--- src/rtl/mmss_pkg.sv ---
// Package for the Markov model step sampler: constants, mode codes, controller/datapath structs.
// No dependencies.
`default_nettype none
package mmss_pkg;
  localparam int MAX_STATES_D  = 1024;
  localparam int MAX_ROWS_D    = 4096;
  localparam int MAX_ENTRIES_D = 16384;
  localparam int NUM_RM_D      = 4;
  localparam int PROB_FB_D     = 16;

  localparam int MODE_W = 3;
  localparam int ADDR_W = 15;
  localparam int COL_W  = 10;
  localparam int WORD_W = 15;
  localparam int PROB_W = 17;
  localparam int REW_W  = 32;
  localparam int RM_W   = 2;
  localparam int ACT_W  = 12;
  localparam int FRAC_W = 16;
  localparam int CFG_IDX_W  = 2;
  localparam int CFG_DATA_W = 10;

  typedef enum logic [MODE_W-1:0] {
    MODE_GROUP  = 3'd0,
    MODE_ROW    = 3'd1,
    MODE_ENTRY  = 3'd2,
    MODE_SREW   = 3'd3,
    MODE_AREW   = 3'd4,
    MODE_STEP   = 3'd5,
    MODE_RSTEP  = 3'd6,
    MODE_RESET  = 3'd7
  } mode_t;

  localparam logic [CFG_IDX_W-1:0] CFG_INIT  = 2'd0;
  localparam logic [CFG_IDX_W-1:0] CFG_NUSED = 2'd1;
  localparam logic [CFG_IDX_W-1:0] CFG_SMASK = 2'd2;
  localparam logic [CFG_IDX_W-1:0] CFG_AMASK = 2'd3;

  // Datapath operations requested by the controller
  typedef enum logic [3:0] {
    OP_NONE, OP_LOAD, OP_RD_G0, OP_RD_G1, OP_CHK_GRP, OP_RD_ROW,
    OP_RD_AREW, OP_ACC_AREW, OP_RD_E, OP_SUM_E, OP_RD_SREW, OP_ACC_SREW,
    OP_INIT, OP_COMMIT
  } op_t;

  typedef struct packed {
    op_t        op;
    logic [1:0] m;      // reward model in focus
    logic       mul;    // random step action multiply
  } cmd_t;

  typedef struct packed {
    logic grp_bad;   // empty group or action out of range
    logic row_done;  // entry walk exhausted
    logic hit;       // running sum exceeded the fraction
    logic col_bad;   // hit column out of range
    logic load_ok;
  } sts_t;
endpackage
`default_nettype wire

--- src/rtl/mmss_ctrl.sv ---
// Sampler controller: sequences loads, steps, resets and result emission.
// Depends on mmss_pkg.
`default_nettype none
module mmss_ctrl #(
  parameter int NUM_RM = mmss_pkg::NUM_RM_D
) (
  input  wire logic clk,
  input  wire logic rst_n,
  input  wire logic in_fire,
  input  wire logic [mmss_pkg::MODE_W-1:0] mode,
  input  wire logic [2:0] nused,
  input  wire mmss_pkg::sts_t sts,
  output mmss_pkg::cmd_t cmd,
  output logic busy,
  output logic [1:0] rd_m,
  output logic out_valid,
  input  wire logic out_ready,
  output logic out_success,
  output logic [1:0] out_index,
  output logic out_zero,
  output logic out_last
);
  import mmss_pkg::*;
  typedef enum logic [3:0] {
    S_IDLE, S_G0, S_G1, S_GCHK, S_ROW, S_AREW, S_AACC, S_EREQ, S_ESUM,
    S_SREQ, S_SACC, S_COMMIT, S_EMIT
  } st_t;
  st_t st_r, st_nxt;
  logic [1:0] m_r, m_nxt;
  logic ok_r, ok_nxt, ov_r, ov_nxt, ld_r, ld_nxt;
  logic [2:0] n;
  cmd_t c;

  assign n = (32'(nused) > NUM_RM) ? 3'(NUM_RM) : ((nused > 3'd4) ? 3'd4 : nused);

  always_comb begin
    st_nxt = st_r; m_nxt = m_r; ok_nxt = ok_r; ov_nxt = ov_r; ld_nxt = ld_r;
    c = '{op: OP_NONE, m: m_r, mul: (mode == MODE_RSTEP)};
    case (st_r)
      S_IDLE: if (in_fire) begin
        if (mode == MODE_RESET) begin
          c.op = OP_INIT; m_nxt = '0; ok_nxt = 1'b1; ld_nxt = 1'b0; st_nxt = S_SREQ;
        end else if (mode == MODE_STEP || mode == MODE_RSTEP) begin
          c.op = OP_RD_G0; ld_nxt = 1'b0; st_nxt = S_G0;
        end else begin
          c.op = OP_LOAD; ok_nxt = sts.load_ok; ld_nxt = 1'b1; m_nxt = '0;
          ov_nxt = 1'b1; st_nxt = S_EMIT;
        end
      end
      S_G0: begin c.op = OP_RD_G1; st_nxt = S_G1; end
      S_G1: begin c.op = OP_CHK_GRP; st_nxt = S_GCHK; end
      S_GCHK: if (sts.grp_bad) begin
        ok_nxt = 1'b0; m_nxt = '0; ov_nxt = 1'b1; st_nxt = S_EMIT;
      end else begin
        c.op = OP_RD_ROW; st_nxt = S_ROW;
      end
      S_ROW: begin c.op = OP_RD_AREW; m_nxt = '0; st_nxt = S_AREW; end
      S_AREW: begin c.op = OP_NONE; st_nxt = S_AACC; end
      S_AACC: begin
        c.op = OP_ACC_AREW;
        if (m_r == 2'd3) begin m_nxt = '0; st_nxt = S_EREQ; end
        else begin m_nxt = m_r + 2'd1; st_nxt = S_AREW; end
      end
      S_EREQ: if (sts.row_done) begin
        ok_nxt = 1'b0; m_nxt = '0; ov_nxt = 1'b1; st_nxt = S_EMIT;
      end else st_nxt = S_ESUM;
      S_ESUM: if (sts.hit) begin
        c.op = OP_SUM_E;
        if (sts.col_bad) begin ok_nxt = 1'b0; m_nxt = '0; ov_nxt = 1'b1; st_nxt = S_EMIT; end
        else begin ok_nxt = 1'b1; m_nxt = '0; st_nxt = S_SREQ; end
      end else begin
        c.op = OP_SUM_E; st_nxt = S_EREQ;
      end
      S_SREQ: st_nxt = S_SACC;
      S_SACC: begin
        c.op = OP_ACC_SREW;
        if (m_r == 2'd3) begin m_nxt = '0; st_nxt = S_COMMIT; end
        else begin m_nxt = m_r + 2'd1; st_nxt = S_SREQ; end
      end
      S_COMMIT: begin c.op = OP_COMMIT; ov_nxt = 1'b1; st_nxt = S_EMIT; end
      S_EMIT: if (out_ready) begin
        if (ld_r || n == 3'd0 || 3'(m_r) + 3'd1 >= n) begin ov_nxt = 1'b0; st_nxt = S_IDLE; end
        else m_nxt = m_r + 2'd1;
      end
      default: st_nxt = S_IDLE;
    endcase
  end

  always_ff @(posedge clk) begin
    if (!rst_n) begin
      st_r <= S_IDLE; m_r <= '0; ok_r <= 1'b0; ov_r <= 1'b0; ld_r <= 1'b0;
    end else begin
      st_r <= st_nxt; m_r <= m_nxt; ok_r <= ok_nxt; ov_r <= ov_nxt; ld_r <= ld_nxt;
    end
  end

  assign cmd = c;
  assign busy = st_r != S_IDLE;
  assign rd_m = m_r;
  assign out_valid = ov_r;
  assign out_success = ok_r;
  assign out_index = (ld_r || n == 3'd0) ? 2'd0 : m_r;
  assign out_zero = ld_r || n == 3'd0;
  assign out_last = ld_r || n == 3'd0 || 3'(m_r) + 3'd1 >= n;

  // results only shown while emitting
  a_ov: assert property (@(posedge clk) disable iff (!rst_n) ov_r |-> st_r == S_EMIT)
    else $error("result valid outside emit");
  a_ld_last: assert property (@(posedge clk) disable iff (!rst_n) (ov_r && ld_r) |-> out_last)
    else $error("load result not last");
  a_hold: assert property (@(posedge clk) disable iff (!rst_n)
    (ov_r && !out_ready) |=> (ov_r && $stable(m_r) && $stable(ok_r)))
    else $error("stalled result changed");
endmodule
`default_nettype wire

--- config.mk ---
export PLATFORM = sky130hd
export DESIGN_NAME = mmss_ctrl
export DESIGN_NICKNAME = d
export VERILOG_FILES = /design/src/rtl/mmss_pkg.sv /design/src/rtl/mmss_ctrl.sv
export SDC_FILE = /design/constraint.sdc
export NUM_CORES = 1
export LEC_CHECK = 0
export BUFFER_PORTS_ARGS = -buffer_cell sky130_fd_sc_hd__buf_2
export CAP_MARGIN = 10
export CORE_AREA = 2 2 46 48
export DETAILED_ROUTE_END_ITERATION = 16
export DIE_AREA = 0 0 48 50
export GPL_TIMING_DRIVEN = 0
export PLACE_DENSITY = 0.84
export SETUP_SLACK_MARGIN = 0.05
export SLEW_MARGIN = 10
export SYNTH_ARGS = -nofsm -noshare
export SYNTH_HDL_FRONTEND = slang
export SYNTH_SLANG_ARGS = --single-unit
--- constraint.sdc ---
create_clock -name clk -period 3.6 [get_ports clk]
set_input_delay 0.18 -clock clk [delete_from_list [all_inputs] [get_ports clk]]
set_output_delay 0.18 -clock clk [all_outputs]
set_load 0.01 [all_outputs]
* Word-level counts from Yosys, hierarchy flattened *
Index checks and enable logic that the tools add are counted.
Widths: inputs -> output; s select.

cells by class
  add/subtract/negate cells = 2
  order comparisons = 3
  equal/unequal tests = 27
  muxes and demuxes = 50
  reduce and logical (&&, ||, !) cells = 15

operator list
  kind                 count
  $pmux 4 s13          1
  $mux 4               9
  $pmux 4 s9           1
  $mux 2               13
  $eq 4x4->1 const B   5
  $ne 2x2->1 const B   10
  $mux 1               18
  $eq 4x3->1 const B   4
  $mux 3               5
  $pmux 2 s7           1
  $reduce_and 10->1    1
  $eq 3x3->1 const B   3
  $eq 4x2->1 const B   2
  $reduce_and 8->1     1
  $reduce_bool 4->1    2
  $reduce_bool 7->1    1
  $gt 3x3->1 const B   2
  $pmux 1 s6           1
  $reduce_and 6->1     1
  $reduce_bool 6->1    1
  $eq 4x1->1 const B   1
  $logic_not 4->1      1
  $pmux 1 s4           1
  $add 2x1->3 const B  1
  other kinds (9)      11

word-level totals
  register bits after elaboration = 9
  output and inout port bits = 16
  logic and storage cells = 102

* Depth between registers and ports, before layout *
  depth after elaboration = 9
  mapped depth = 7
  depth with buffers taken out = 7

* Worst setup path after synthesis *
No wires, ideal clock.

  path type = register to register
  start point = register m_r[0], in the netlist rd_m[0]
  end point = register m_r[0], in the netlist rd_m[0]
  library setup time = 0.072 ns
  arrival time = 1.955 ns
  path slack = 1.573 ns
  stages on the path, launching flop included = 7
  path buffers = 0
  period minus slack after synthesis = 2.027 ns
  cell sequence = dfxtp_1 ha_1 ha_1 a21o_1 a211o_1 a211oi_2 mux2i_1

between the ends
  word-level cells in the longest chain between the ends = 5

RTL lines
  what                               RTL line         source
  start, declared                    mmss_ctrl.sv:29  logic [1:0] m_r, m_nxt;
  start signal, assigned             mmss_ctrl.sv:93  st_r <= st_nxt; m_r <= m_nxt; ok_r <= ok_nxt; ov_r <= ov_nxt; ld_r <= ld_nxt;
  $add 2x1->3                        n/a
  $ge 3x3->1                         n/a
  $logic_or 1x1->1                   n/a
  via out_last                       mmss_ctrl.sv:21  output logic out_last
  $ne 2x2->1 (no source line)        n/a
  $reduce_and 8->1 (no source line)  n/a

The timed path passes the listed nets, and every way through them passes these cells. The select of a mux whose other input is x is not followed.
A chain may end at the register's enable or synchronous reset.

* Worst setup path in the final report *
  start point = register m_r[0], in the netlist rd_m[0]
  end point = output out_last

between the ends
  word-level cells in the longest chain between the ends = 3

RTL lines
  what              RTL line          source
  $add 2x1->3       mmss_ctrl.sv:104  assign out_last = ld_r || n == 3'd0 || 3'(m_r) + 3'd1 >= n;
  $ge 3x3->1        mmss_ctrl.sv:104
  $logic_or 1x1->1  mmss_ctrl.sv:104
  end, declared     mmss_ctrl.sv:21

No other way between the ends.

==> results.cfg <==
[power_and_ir_drop]
clock_power_share_pct = 7.8
internal-power_w = 0.000467
swShare_pct = 51.1
vdd_ir_drop_max_mv = 0.494
power_w = 0.000955
leakagePower_nw = 0.556
pwr-share-seq_pct = 17.6
p_switching_w = 0.000488
p_per_area_nw_per_um2 = 786
combPwrFrac_pct = 74.6

[route]
dr.pass1.iters = 5
remaining_drc_errors = 0
final_antenna_net_count = 0
vias_per_cell = 5.88
wl_per_cell_microns = 14.2
drt-total-wl_mm = 2.86
drt_iter0_drc = 54
routed-via-count = 1188

[worst_setup_path]
cp_top_family = adder cells
cp_cell_sequence = ha_1 -> ha_1 -> a21o_1 -> a211o_1 -> buf_2
path_common_cell = ha_1
path_buf_inv = 1
slowest_delay_ps = 440
crit_slowest_cell = dfxtp_1
crit_fanout = 7
start_kind = register
worstSetupPathType = reg2out
arrival_ps = 1970
required_ps = 3420
end_kind = output port

[sta]
finalSetupTns_ps = 0
fin_ws_ps = 1450
rsz0062_at_grt = false
post-route-period-util_pct = 59.7
fmax_ghz = 0.466
slew_viol_final = 0
finClkSkew_ps = 1.34
maxSlewHeadroom_pct = 64.3
tightest_slew_ps = 533
setup_viol = 0
hold_violations = 0
final.min_clock_period_ps = 2150

[global_routing]
track_usage_pct = 26.1
grt_pass1_wl_mm = 4.65
antenna_found_initial = 0
grt_overflow = 0
grt_pass1_vias = 1016
grt_max_degree = 11

[placed_design]
post-place-ws_ps = 1480
gp_routability_congestion = 0.931
portBuffers = 28
dpl.hpwl_mm = 2.26

[clock_tree]
clk_pin_slew_ps = 60
clock_sinks = 9
htree_levels = 1
clockRootBuffer = clkbuf_4
cts_tree = built
cts_hold_buf = 0
cts_max_path_buffers = 2
ctsResizeCount = 0
cts_setup_buffers = 0
worstSkewPairLatency_ps = 250
cts_made_buffers = 3

[synth]
avgSynthCellArea_sq_um = 7.10
synth-seq-cells = 9
synthFlopType = dfxtp_1
synth_nets = 162
async_reset_ff_share_pct = 0
synth-edff-count = 0
synth_warnings = 0
netlist_area_sq_um = 1010
yosysSeqAreaShare_pct = 17.8
synth.distinct_cells = 52
syn_inst = 143

[floorplan]
fp-row-count = 16
core_sq_um = 1900
start_util_pct = 53.4
dieArea_sq_um = 2400
dieWidth_microns = 48
num_io_pins = 31
die_height_microns = 50

[outcome]
outcome = finished, final reports clean

[final_layout]
utilization_pct = 63.9
nets = 195
drive_gt1_share_pct = 29.7
area_growth_pct = 19.7
diodes = 0

[job]
drv_cap = 0

[min_path]
hp-class = in2reg
[flip-flops by register name, summed over array words and instances, names as in the netlist]
signal,flops
out_success,1
rd_m,2
out_valid,1
st_r,4
ld_r,1
[power groups by stage]
| stage | logic (W) | registers (W) | clock network (W) |
|---|---|---|---|
| 3_5_place_dp | 0.000701 | 0.000169 | 0 |
| 3_3_place_gp | 0.000686 | 0.000167 | 0 |
| 5_1_grt | 0.000779 | 0.000173 | 0.0000861 |
| 4_1_cts | 0.000703 | 0.000166 | 0.0000776 |
| 6_report | 0.000713 | 0.000168 | 0.0000745 |
| 2_1_floorplan | 0.000520 | 0.000166 | 0 |
[Yosys cell counts, types with 2 or more instances]
master      n  area (sq um)
o21ai_0     8          40.0
nor3b_1     2          15.0
dfxtp_1     9           180
nand2_1    15          56.3
ha_1        4          50.1
buf_4       4          30.0
a21oi_1    16          80.1
mux2i_1     3          30.0
o21ai_1     3          15.0
nand4_1     2          12.5
nand2b_1    5          31.3
nand3_1     3          15.0
a31oi_1     3          18.8
buf_2       5          25.0
nor3_1      4          20.0
buf_1       2          7.51
o2bb2ai_1   2          17.5
nor2_1     10          37.5
inv_1       4          15.0
and2_1      2          12.5
xor2_1      2          17.5
nor2b_1     3          18.8
inv_2       3          11.3
[final timing paths]
check	depth (start not counted)	slack (ps)	endpoint	start
hold / removal	3	290	st_r[2]	out_ready
setup / recovery	5	1450	out_last	rd_m[0]
setup reg to reg	6	1460	rd_m[0]	rd_m[0]
hold reg to reg	2	510	rd_m[1]	rd_m[1]
[layout by cell type (no fill, tap or decap), types with 3 or more instances in the layout]
| cell | synthesis | routed |
|---|---|---|
| ha_1 | 4 | 4 |
| inv_2 | 3 | 3 |
| nand2b_1 | 5 | 5 |
| buf_4 | 4 | 4 |
| o21ai_0 | 8 | 8 |
| nor2_1 | 10 | 10 |
| nor3_1 | 4 | 4 |
| nor2b_1 | 3 | 3 |
| nand3_1 | 3 | 3 |
| o21ai_1 | 3 | 3 |
| a21oi_1 | 16 | 16 |
| dfxtp_1 | 9 | 9 |
| a31oi_1 | 3 | 3 |
| clkbuf_4 | 0 | 3 |
| nand2_1 | 15 | 15 |
| inv_1 | 4 | 4 |
| mux2i_1 | 3 | 3 |
| buf_2 | 5 | 33 |
[worst reg2reg max path: cells and delay by family, from the launching register on]
kind,cells,cell delay (ps)
adder cells (fa/ha/maj),2,590
flip-flops,1,440
multiplexers,1,230
AO/OA/AOI/OAI,3,810
[metrics by stage]
| stage | hold WS (ps) | area (sq um) | instances |
|---|---|---|---|
| 2_1_floorplan | 398 | 1010 | 143 |
| 6_report | 288 | 1210 | 202 |
| 4_1_cts | 277 | 1210 | 202 |
| 3_3_place_gp | 489 | 1190 | 198 |
| 3_5_place_dp | 509 | 1190 | 198 |
| 5_1_grt | 292 | 1210 | 202 |
[final cells by class]
| type | instances | area [sq um] |
|---|---|---|
| fillers | 172 | 687 |
| inverters | 7 | 26.3 |
| clock buffers | 4 | 26.3 |
| repair buffers | 28 | 140 |
| multi-input cells | 115 | 741 |
| flip-flops and latches | 9 | 180 |
| plain buffers | 12 | 67.6 |
| well taps | 27 | 33.8 |
[metal layers]
layer,vias to the layer above,part of all wire [%],track usage [%]
met5,-,0,0
met4,0,0.21,4.95
met3,2,8.1,2.56
met2,57,50,41.3
met1,540,41,37.5
li1,589,-,-
[cells by family (layout without fill, tap and decap cells)]
group	Yosys count	count (layout)	share of synthesized area (%)
multiplexers	3	3	2.96
XOR/XNOR	3	3	2.59
AND/OR/NAND/NOR	53	53	26.9
adder cells (fa/ha/maj)	4	4	4.93
buffers and inverters	19	51	9.25
flip-flops	9	9	17.8
AO/OA/AOI/OAI	52	52	35.6
No activity file was read; power rests on OpenSTA's default activity.
